$ cat src/sv/rtu_frame_receive_checker_top_macros.svh
// Assertion macros for the frame receive checker.
`ifndef RTU_FRAME_RECEIVE_CHECKER_TOP_MACROS_SVH
`define RTU_FRAME_RECEIVE_CHECKER_TOP_MACROS_SVH

// Same-cycle implication, checked on every rising clock edge outside reset.
`define RTUFRC_ASSERT_IMPL(label, ante, cons) \
   label: assert property (@(posedge clock) disable iff (reset) (ante) |-> (cons)) \
      else $error("rtufrc assertion failed");

// Next-cycle implication, checked on every rising clock edge outside reset.
`define RTUFRC_ASSERT_NEXT(label, ante, cons) \
   label: assert property (@(posedge clock) disable iff (reset) (ante) |=> (cons)) \
      else $error("rtufrc assertion failed");

`endif

$ cat src/sv/rtufrc_pkg.sv
// Shared types and constants for the frame receive checker.
package rtufrc_pkg;

   // beat function codes
   localparam logic [1:0] FUNC_START = 2'd0;
   localparam logic [1:0] FUNC_BYTE  = 2'd1;
   localparam logic [1:0] FUNC_END   = 2'd2;

   // error reason codes
   localparam logic [1:0] REASON_NONE  = 2'd0;
   localparam logic [1:0] REASON_LINE  = 2'd1;
   localparam logic [1:0] REASON_SHORT = 2'd2;
   localparam logic [1:0] REASON_CRC   = 2'd3;

   localparam logic [15:0] CRC_INIT = 16'hFFFF;
   localparam logic [15:0] CRC_POLY = 16'hA001;

   localparam int FRAME_MAX_DEFAULT = 256;
   localparam int FRAME_MIN_DEFAULT = 4;

   typedef struct packed {
      logic       status;
      logic [1:0] error_reason;
      logic [7:0] slave_address;
      logic [7:0] pdu_length;
   } rsp_type;

endpackage

$ cat src/sv/rtufrc_interfaces.sv
// Request and response channel interfaces.
interface rtufrc_req_if;
   logic       valid;
   logic       ready;
   logic [1:0] func;
   logic [7:0] data_byte;
   logic       line_error;

   modport source (output valid, output func, output data_byte, output line_error,
                   input ready);
   modport sink   (input valid, input func, input data_byte, input line_error,
                   output ready);
endinterface

interface rtufrc_rsp_if;
   logic       valid;
   logic       ready;
   logic       status;
   logic [1:0] error_reason;
   logic [7:0] slave_address;
   logic [7:0] pdu_length;

   modport source (output valid, output status, output error_reason,
                   output slave_address, output pdu_length, input ready);
   modport sink   (input valid, input status, input error_reason,
                   input slave_address, input pdu_length, output ready);
endinterface

$ cat src/sv/rtufrc_crc_fold.sv
// CRC-16 (reflected 0xA001) update over one byte.
module rtufrc_crc_fold
   import rtufrc_pkg::*;
(
   input  logic [15:0] crc_cur,
   input  logic [7:0]  data_byte,
   output logic [15:0] crc_next
);

   always_comb begin
      logic [15:0] acc;
      acc = crc_cur ^ {8'h00, data_byte};
      for (int i = 0; i < 8; i++) begin
         if (acc[0]) begin
            acc = (acc >> 1) ^ CRC_POLY;
         end else begin
            acc = acc >> 1;
         end
      end
      crc_next = acc;
   end

endmodule

$ cat src/sv/rtu_frame_receive_checker_top.sv
// Frame receive checker: counts bytes, runs the CRC and judges the frame at frame end.
// A frame-end beat gives its response beat in the next cycle.
// Throughput: one request beat per cycle unless a pending response stalls; the byte-wide CRC fold is combinational.
// A pending response blocks new requests only while the response side stalls.
// Reset (synchronous, active high) clears the count, error flag, address, sets the
// CRC to 0xFFFF and drops the response valid; no clearing pass is needed.
module rtu_frame_receive_checker_top
   import rtufrc_pkg::*;
#(
   parameter int FRAME_MAX = FRAME_MAX_DEFAULT,
   parameter int FRAME_MIN = FRAME_MIN_DEFAULT
) (
   input  logic         clock,
   input  logic         reset,
   rtufrc_req_if.sink   req_chan,
   rtufrc_rsp_if.source rsp_chan
);

   // count must hold FRAME_MAX itself
   localparam int CW = $clog2(FRAME_MAX + 1);

   // frame state
   logic [CW-1:0] count_ff, count_in;
   logic          error_flag_ff, error_flag_in;
   logic [15:0]   crc_ff, crc_in;
   logic [7:0]    address_ff, address_in;

   // response register
   logic          rsp_valid_ff, rsp_valid_in;
   rsp_type       rsp_ff, rsp_in;

   logic          req_fire;
   logic          rsp_fire;
   logic [15:0]   crc_folded;
   logic [CW+7:0] count_wide;
   logic [CW+7:0] len_wide;
   logic          count_full;
   logic          too_short;

   // accept while the output slot is empty or is being drained this cycle
   assign req_chan.ready = !rsp_valid_ff || rsp_chan.ready;
   assign req_fire       = req_chan.valid && req_chan.ready;
   assign rsp_fire       = rsp_valid_ff && rsp_chan.ready;

   rtufrc_crc_fold u_crc (
      .crc_cur   (crc_ff),
      .data_byte (req_chan.data_byte),
      .crc_next  (crc_folded)
   );

   assign count_wide = {8'h00, count_ff};
   assign len_wide   = count_wide - (CW + 8)'(3);
   assign count_full = (count_ff == CW'(FRAME_MAX));
   assign too_short  = (count_wide < (CW + 8)'(FRAME_MIN));

   // verdict on the state as it stands before the frame-end beat
   always_comb begin
      rsp_in               = '0;
      rsp_in.status        = 1'b1;
      rsp_in.error_reason  = REASON_NONE;
      if (error_flag_ff) begin
         rsp_in.error_reason = REASON_LINE;
      end else if (too_short) begin
         rsp_in.error_reason = REASON_SHORT;
      end else if (crc_ff != 16'h0000) begin
         rsp_in.error_reason = REASON_CRC;
      end else begin
         rsp_in.status        = 1'b0;
         rsp_in.slave_address = address_ff;
         rsp_in.pdu_length    = len_wide[7:0];
      end
   end

   // state update per accepted beat; func 3 leaves everything alone
   always_comb begin
      count_in      = count_ff;
      error_flag_in = error_flag_ff;
      crc_in        = crc_ff;
      address_in    = address_ff;
      if (req_fire) begin
         case (req_chan.func)
            FUNC_START, FUNC_END: begin
               count_in      = '0;
               error_flag_in = 1'b0;
               crc_in        = CRC_INIT;
               address_in    = 8'h00;
            end
            FUNC_BYTE: begin
               // once flagged, bytes are dropped until the frame is cleared
               if (req_chan.line_error) begin
                  error_flag_in = 1'b1;
               end else if (!error_flag_ff) begin
                  if (count_full) begin
                     error_flag_in = 1'b1;
                  end else begin
                     if (count_ff == '0) begin
                        address_in = req_chan.data_byte;
                     end
                     crc_in   = crc_folded;
                     count_in = count_ff + CW'(1);
                  end
               end
            end
            default: begin
            end
         endcase
      end
   end

   always_comb begin
      rsp_valid_in = rsp_valid_ff;
      if (req_fire && req_chan.func == FUNC_END) begin
         rsp_valid_in = 1'b1;
      end else if (rsp_fire) begin
         rsp_valid_in = 1'b0;
      end
   end

   always_ff @(posedge clock) begin
      if (reset) begin
         count_ff      <= '0;
         error_flag_ff <= 1'b0;
         crc_ff        <= CRC_INIT;
         address_ff    <= 8'h00;
         rsp_valid_ff  <= 1'b0;
      end else begin
         count_ff      <= count_in;
         error_flag_ff <= error_flag_in;
         crc_ff        <= crc_in;
         address_ff    <= address_in;
         rsp_valid_ff  <= rsp_valid_in;
      end
   end

   // payload only loads on a frame-end beat
   always_ff @(posedge clock) begin
      if (req_fire && req_chan.func == FUNC_END) begin
         rsp_ff <= rsp_in;
      end
   end

   assign rsp_chan.valid         = rsp_valid_ff;
   assign rsp_chan.status        = rsp_ff.status;
   assign rsp_chan.error_reason  = rsp_ff.error_reason;
   assign rsp_chan.slave_address = rsp_ff.slave_address;
   assign rsp_chan.pdu_length    = rsp_ff.pdu_length;

`include "rtu_frame_receive_checker_top_macros.svh"

   // byte count is bounded by the frame limit
   `RTUFRC_ASSERT_IMPL(a_count_bound, 1'b1, count_ff <= CW'(FRAME_MAX))
   // a frame-end beat always leaves a response pending
   `RTUFRC_ASSERT_NEXT(a_end_gives_rsp, req_fire && req_chan.func == FUNC_END, rsp_valid_ff)
   // bytes after an error do not advance the count
   `RTUFRC_ASSERT_NEXT(a_err_holds_count, req_fire && req_chan.func == FUNC_BYTE && error_flag_ff, $stable(count_ff))
   // failed frames report no address and no length
   `RTUFRC_ASSERT_IMPL(a_fail_zero, rsp_valid_ff && rsp_ff.status, rsp_ff.slave_address == 8'h00 && rsp_ff.pdu_length == 8'h00 && rsp_ff.error_reason != REASON_NONE)

endmodule
$ cat src/flat_wrapper.sv
// flat-port wrapper written by rule: the top's interface ports become plain ports
module rtu_frame_receive_checker_top_flat import rtufrc_pkg::*;
#(
   parameter int FRAME_MAX = FRAME_MAX_DEFAULT,
   parameter int FRAME_MIN = FRAME_MIN_DEFAULT
)
  (clock, reset, req_chan_valid, req_chan_func, req_chan_data_byte, req_chan_line_error, req_chan_ready, rsp_chan_valid, rsp_chan_status, rsp_chan_error_reason, rsp_chan_slave_address, rsp_chan_pdu_length, rsp_chan_ready);
  rtufrc_req_if req_chan_i ();
  rtufrc_rsp_if rsp_chan_i ();
  input  logic clock;
  input  logic reset;
  input wire logic [$bits(req_chan_i.valid)-1:0] req_chan_valid;
  input wire logic [$bits(req_chan_i.func)-1:0] req_chan_func;
  input wire logic [$bits(req_chan_i.data_byte)-1:0] req_chan_data_byte;
  input wire logic [$bits(req_chan_i.line_error)-1:0] req_chan_line_error;
  output wire logic [$bits(req_chan_i.ready)-1:0] req_chan_ready;
  output wire logic [$bits(rsp_chan_i.valid)-1:0] rsp_chan_valid;
  output wire logic [$bits(rsp_chan_i.status)-1:0] rsp_chan_status;
  output wire logic [$bits(rsp_chan_i.error_reason)-1:0] rsp_chan_error_reason;
  output wire logic [$bits(rsp_chan_i.slave_address)-1:0] rsp_chan_slave_address;
  output wire logic [$bits(rsp_chan_i.pdu_length)-1:0] rsp_chan_pdu_length;
  input wire logic [$bits(rsp_chan_i.ready)-1:0] rsp_chan_ready;
  assign req_chan_i.valid = req_chan_valid;
  assign req_chan_i.func = req_chan_func;
  assign req_chan_i.data_byte = req_chan_data_byte;
  assign req_chan_i.line_error = req_chan_line_error;
  assign req_chan_ready = req_chan_i.ready;
  assign rsp_chan_valid = rsp_chan_i.valid;
  assign rsp_chan_status = rsp_chan_i.status;
  assign rsp_chan_error_reason = rsp_chan_i.error_reason;
  assign rsp_chan_slave_address = rsp_chan_i.slave_address;
  assign rsp_chan_pdu_length = rsp_chan_i.pdu_length;
  assign rsp_chan_i.ready = rsp_chan_ready;
  rtu_frame_receive_checker_top #(.FRAME_MAX(FRAME_MAX), .FRAME_MIN(FRAME_MIN)) u_core (.clock(clock), .reset(reset), .req_chan(req_chan_i), .rsp_chan(rsp_chan_i));
endmodule
$ cat config.mk
export PLATFORM = sky130hd
export DESIGN_NAME = rtu_frame_receive_checker_top_flat
export DESIGN_NICKNAME = d
export VERILOG_FILES = /design/src/sv/rtufrc_pkg.sv /design/src/sv/rtufrc_interfaces.sv /design/src/sv/rtufrc_crc_fold.sv /design/src/sv/rtu_frame_receive_checker_top.sv /design/src/flat_wrapper.sv
export VERILOG_INCLUDE_DIRS = /design/src /design/src/sv
export SDC_FILE = /design/constraint.sdc
export NUM_CORES = 1
export LEC_CHECK = 0
export BUFFER_PORTS_ARGS = -buffer_cell sky130_fd_sc_hd__buf_2
export CAP_MARGIN = 20
export CORE_MARGIN = 5
export CORE_UTILIZATION = 35
export DETAILED_ROUTE_END_ITERATION = 10
export PLACE_DENSITY = 0.6
export SETUP_SLACK_MARGIN = 0.5
export SLEW_MARGIN = 30
export SYNTH_ARGS = -nofsm -noshare
export SYNTH_HDL_FRONTEND = slang
export SYNTH_SLANG_ARGS = --single-unit
$ cat constraint.sdc
create_clock -name clock -period 2.85 [get_ports clock]
set_input_delay 0.285 -clock clock [delete_from_list [all_inputs] [get_ports clock]]
set_output_delay 0.285 -clock clock [all_outputs]
set_load 0.01 [all_outputs]
==> flow_summary_export.csv, run 1 <==
group,metric,value,unit
placement,place.detailed.hpwl,3620,µm
synth,synth_common_cells,"dfxtp_1, nor2_1, edfxtp_1",
routing,drt-wirelength-per-cell,13.5,µm
critical_path,start_kind,"flip-flop",
pwr,irDropWorstVdd,0.182,mV
cells_and_area,layout-drive-gt1-share,25.5,%
cells_and_area,diodes,0,
placement,port_buffers,35,
routing,drc,0,
outcome,status,"complete, no violations",
synth,netlist.area_leader.share,28.3,%
routing,dr.pass1.iters,5,
die,io-pin-count,36,
synth,syn_nets,234,
timing,fin_crit_sh,77.3,%
run,drv_cap,0,
synth,yosys_warnings,0,
min_path,hp-class,"primary input to flip-flop",
timing,max_freq,454,MHz
global_routing,grt_pass1_wl,8110,µm
clocking,cts_tree,"done",
timing,layout_min_cycle_time,2.20,ns
global_routing,grt_antenna_before_repair,0,
global_routing,gr-total-overflow,0,
placement,dp_worst_setup_slack,0.470,ns
global_routing,grt_start_max_net_pins,20,
routing,drt_iter0_markers,67,
synth,synth_area,2480,µm²
die,start_util,36.3,%
routing,vias,1645,
global_routing,grt.total_usage,11.6,%
critical_path,critPathArrivalTime,2.42,ns
clocking,cts_buffers,5,
routing,wl,4740,µm
pwr,power_density,504,nW/µm²
routing,viasPerCell,4.69,
critical_path,critical_path.max_fanout,19,
cells_and_area,area_growth,14.1,%
timing,tns,0,ns
cells_and_area,seqCellArea,1270,µm²
timing,tightest_slew,0.502,ns
die,fp.dieArea,8860,µm²
timing,final_max_slew_viol_count,0,
timing,final-hold-violation-count,0,
synth,synth_seq_area_share,51.3,%
timing,grt_setup_unrepaired,"no",
synth,yosys.area.top_type,"dfxtp_1",
min_path,min_from,"req_chan_data_byte[3]",
critical_path,worstPathRequired,3.07,ns
pwr,total_leakage_power,1.08,nW
clocking,clk_latency,0.32,ns
clocking,ctsHoldBuffers,0,
die,die_h,94.1,µm
clocking,clkTransAtPathRegs,0.10,ns
synth,synthTopCellsByArea,"dfxtp_1, edfxtp_1, xnor2_1, nor2_1, xor2_1",
synth,netlist_instances,217,
clocking,clk_path_buf_depth,2,
die,core-area,6830,µm²
timing,setup_viol,0,
critical_path,r2r_start,"u_core.count_ff[2]",
timing,skew,0.00490,ns
routing,antenna_left,0,
synth,synth_seq_cells,54,
clocking,htree_num_levels,2,
clocking,clock-sinks,54,
die,die_w,94.1,µm
critical_path,critPathKind,"flip-flop to flip-flop",
timing,max_slew_margin,66.2,%
cells_and_area,multi_input_area,1110,µm²
clocking,cts_root_buf,"clkbuf_8",
cells_and_area,layout.nets,271,
critical_path,critPathCaptureType,"flip-flop",
die,placementRows,30,
timing,worst_slack,0.648,ns
synth,ys_types,51,
critical_path,critPathLaunch,"u_core.count_ff[2]",
synth,synth-main-ff-cell,"dfxtp_1",
global_routing,grt_pass1_vias,1607,
cells_and_area,fillers,692,
synth,yosysMostFrequentCell,"dfxtp_1",
placement,gp_congestion,0.796,
synth,ys_async_sr_fraction,0,%
synth,synth_edf_count,19,
synth,avgSynthCellArea,11.4,µm²
cell families after synthesis:
logic type | count (synthesis) | share of synthesized area [%]
AO/OA/AOI/OAI | 36 | 12.4
XOR/XNOR | 32 | 13.6
adder cells (fa/ha/maj) | 2 | 1.01
buffers and inverters | 15 | 4.24
flip-flops | 54 | 51.3
multiplexers | 1 | 0.909
AND/OR/NAND/NOR | 77 | 16.5
final timing paths:
path / end / slack, ns / cells after the start
max: u_core.crc_ff[11] / 0.65 / 4
min: u_core.address_ff[3] / 0.24 / 3
max reg2reg: u_core.crc_ff[11] / 0.65 / 4
min reg2reg: u_core.address_ff[5] / 0.51 / 2
registers in the layout, summed over array words and instances (netlist names):
| register | cells |
|---|---|
| u_core.rsp_chan.error_reason | 2 |
| u_core.count_ff | 9 |
| u_core.error_flag_ff | 1 |
| u_core.address_ff | 8 |
| u_core.rsp_chan.pdu_length | 8 |
| u_core.crc_ff | 16 |
| u_core.rsp_chan.status | 1 |
| u_core.rsp_chan.slave_address | 8 |
| u_core.rsp_chan.valid | 1 |
through the flow:
| stage | hold slack [ns] | instance area, µm² | power (mW) | utilization, % | std cells |
|---|---|---|---|---|---|
| 6_report | 0.241 | 2830 | 1.43 | 41.4 | 351 |
| 3_3_place_gp | 0.484 | 2730 | 0.985 | 39.9 | 343 |
| 4_1_cts | 0.237 | 2830 | 1.45 | 41.4 | 351 |
| 5_1_grt | 0.240 | 2830 | 1.49 | 41.4 | 351 |
| 3_5_place_dp | 0.491 | 2730 | 0.986 | 39.9 | 343 |
| 2_1_floorplan | 0.433 | 2480 | 0.948 | - | 217 |
area by class of cell:
cell class | instances | share of cell area (%)
clock inverters | 3 | 1.02
repair buffers | 39 | 7.26
flip-flops and latches | 54 | 45.0
inverters | 6 | 0.796
well taps | 96 | 4.25
multi-input cells | 148 | 39.3
clock buffers | 5 | 2.43
layer usage:
layer	GRT usage [%]	vias up	part of all wire [%]
met4	3.25	0	1.1
met2	18.2	29	46
met3	3.37	7	4.6
met5	0	-	0
li1	-	856	-
met1	15.5	753	48
cells in the final DEF, fill, tap and decap left out, types with 2 or more instances in the layout:
cell type,instances
nand3_1,4
nor4_1,7
nand4_1,3
nor2_1,28
nor2b_1,2
a22oi_1,8
ha_1,2
buf_4,4
xnor2_1,16
nor3_1,5
buf_2,35
dfxtp_1,35
clkbuf_8,5
o21ai_0,2
nand2_1,6
xnor3_1,2
xor2_1,11
and2_1,9
a2bb2oi_1,7
a21o_1,2
a21oi_1,2
inv_1,5
edfxtp_1,19
o22a_1,8
power breakdown:
group	switching, mW	internal [mW]	leakage (nW)
sequential	0.00764	0.806	0.480
combinational	0.0767	0.0778	0.545
clock	0.274	0.184	0.0506
critical path: stages, from the launching register on:
cell	delay, ns
dfxtp_1	0.41
or4_4	0.61
o41ai_4	0.45
nand2b_2	0.34
o22a_1	0.30
what timing repair did:
item	in CTS	in global routing
endpoints found under the hold margin	0	0
endpoints found under the setup margin	9	0
buffers inserted	0	0
resized for setup	1	0
Note: power is estimated with default switching activity, not from simulation.
==> inputs of run 2 (changes only) <==
PLACE_DENSITY = 0.62   (was 0.6)
clock period = 1.96 ns   (was 2.85 ns; I/O delays follow)
==> run 2 against run 1 <==
  * Critical path depth up 1
  * Clock-buffer cell count unchanged
  * Global-route usage up 0.84 points
  * Setup slack worse by 0.54 ns
  * Die area unchanged
  * Final cell count up 7.4%
  * Hold slack worse by 0.078 ns
  * Flip-flop and latch count unchanged
  * Core utilization up 7.4 points
  * Combinational power up 88%
==> flow_summary_export.csv, run 2 (synthesis results as in run 1) <==
group,metric,value,unit
die,placementRows,30,
global_routing,use_met1,17.1,%
routing,drc,0,
placement,place.detailed.hpwl,3760,µm
timing,final-hold-violation-count,0,
cells_and_area,multi_input_area,1370,µm²
clocking,clkTransAtPathRegs,0.10,ns
cells_and_area,diodes,0,
pwr,power_frac_seq,56.2,%
global_routing,grt-busiest-layer,"met2",
min_path,hp-class,"primary input to flip-flop",
global_routing,grt_pass1_vias,1705,
global_routing,grt.total_usage,12.5,%
routing,wl,5220,µm
critical_path,cp_slowest_cell,"or4_4",
pwr,irDropWorstVdd,0.316,mV
routing,drt_iter0_markers,99,
timing,max_slew_margin,66.1,%
die,start_util,36.3,%
placement,port_buffers,35,
cells_and_area,final_common_cell,"buf_2",
clocking,cts_buffers,5,
timing,fin_crit_sh,94.5,%
placement,gp_congestion,0.821,
cells_and_area,area_growth,34.6,%
timing,tightest_slew,0.508,ns
global_routing,met3_usage,2.56,%
clocking,cts_tree,"done",
routing,vias,1791,
run,drv_cap,0,
critical_path,start_kind,"flip-flop",
global_routing,grt_pass1_wl,8650,µm
global_routing,gr-total-overflow,0,
timing,skew,0.00771,ns
pwr,switching_power,0.532,mW
critical_path,cp_cell_sequence,"or4_4 -> o41ai_4 -> nand2b_4 -> buf_8 -> o22a_1",
die,fp.dieArea,8860,µm²
clocking,htree_num_levels,2,
pwr,power_density,631,nW/µm²
die,core-area,6830,µm²
cells_and_area,largest_reg_flops,16,
timing,holdWs,0.163,ns
pwr,power,2.11,mW
die,die_w,94.1,µm
outcome,status,"complete, no violations",
routing,antenna_left,0,
clocking,clk_path_buf_depth,2,
pwr,swShare,25.2,%
die,io-pin-count,36,
critical_path,critical_path.max_fanout,8,
critical_path,critPathArrivalTime,2.06,ns
cells_and_area,layout-drive-gt1-share,49.1,%
routing,viasPerCell,4.75,
timing,tns,0,ns
critical_path,critPathCaptureType,"flip-flop",
pwr,p_clk_share,30.0,%
pwr,p_int,1.57,mW
timing,final_max_slew_viol_count,0,
critical_path,worstPathRequired,2.17,ns
timing,layout_min_cycle_time,1.85,ns
global_routing,met2_usage,18.9,%
critical_path,cpPeakStageDelay,0.58,ns
clocking,cts_root_buf,"clkbuf_8",
cells_and_area,fillers,621,
timing,max_freq,540,MHz
global_routing,grt_antenna_before_repair,0,
die,die_h,94.1,µm
routing,dr.pass1.iters,4,
critical_path,critPathKind,"flip-flop to flip-flop",
cells_and_area,seqCellArea,1280,µm²
cells_and_area,largest_register,"u_core.crc_ff",
timing,setup_viol,0,
cells_and_area,layout.nets,297,
cells_and_area,top_regs,"u_core.crc_ff: 16 flops, u_core.count_ff: 9 flops",
global_routing,grt_start_max_net_pins,21,
pwr,total_leakage_power,1.29,nW
routing,drt-wirelength-per-cell,13.8,µm
clocking,clk_latency,0.31,ns
cells_and_area,final_cell_mix,"buf_2, nor2_1, dfxtp_1",
cells_and_area,final_util,48.8,%
clocking,clock-sinks,54,
timing,grt_setup_unrepaired,"yes",
pwr,power_frac_comb,13.8,%
[run 2: cell types whose count changed in the layout (fill, tap and decap cells not counted), moves of 8 or more]
cell     before  now
dfxtp_1      35   27
a22oi_1       8    0
a22oi_2       0    8
buf_4         4   17
buf_6         0   11
[run 2: repair_timing]
item | 4_1_cts | 5_1_grt
pin swaps | 15 | 12
gates cloned | 2 | 0
setup buffers | 7 | 3
hold buffers | 0 | 0
setup endpoints to repair | 49 | 53
resized for setup | 34 | 32
[run 2: critical path: cells and delay by family (launching register included)]
family | cells | cell delay (ns)
AND/OR/NAND/NOR | 2 | 0.71
AO/OA/AOI/OAI | 2 | 0.55
flip-flops | 1 | 0.33
buffers and inverters | 1 | 0.16
[run 2: path summary, 6_finish.rpt]
path	end	slack (ns)	depth (start not counted)	start
worst min-delay path	u_core.address_ff[0]	0.16	3	req_chan_data_byte[0]
worst min register to register	u_core.crc_ff[8]	0.52	1	u_core.crc_ff[8]
worst max-delay path	u_core.crc_ff[0]	0.11	5	u_core.count_ff[4]
worst max register to register	u_core.crc_ff[0]	0.11	5	u_core.count_ff[4]
[run 2: metal layers]
metal / wire length (µm) / vias to the layer above
met4: 84 / 0
met5: 0 / -
met1: 2380 / 843
met3: 221 / 6
met2: 2530 / 38
li1: - / 904
[run 2: layout make-up]
class / instances / share of cell area [%]
Multi-Input combinational cell: 149 / 41.1
Sequential cell: 54 / 38.5
Timing Repair Buffer: 64 / 13.2
Tap cell: 96 / 3.60
Clock buffer: 5 / 2.06
Inverter: 6 / 0.750
Clock inverter: 3 / 0.713
[run 2: through the flow]
step / std cells / worst slack, ns / area, µm²
after floorplan: 217 / 0.0896 / 2540
after global placement: 357 / 0.0834 / 2880
after detailed placement: 357 / 0.0556 / 2880
after CTS: 374 / 0.144 / 3190
after global routing: 377 / 0.0620 / 3340
final: 377 / 0.108 / 3340
[run 2: power by group through the flow]
stage,logic [mW],registers [mW],clock network (mW)
finish,0.292,1.18,0.632
floorplan,0.165,1.21,0
detailed placement,0.238,1.21,0
CTS,0.274,1.18,0.651
global placement,0.240,1.21,0
global route,0.315,1.19,0.702
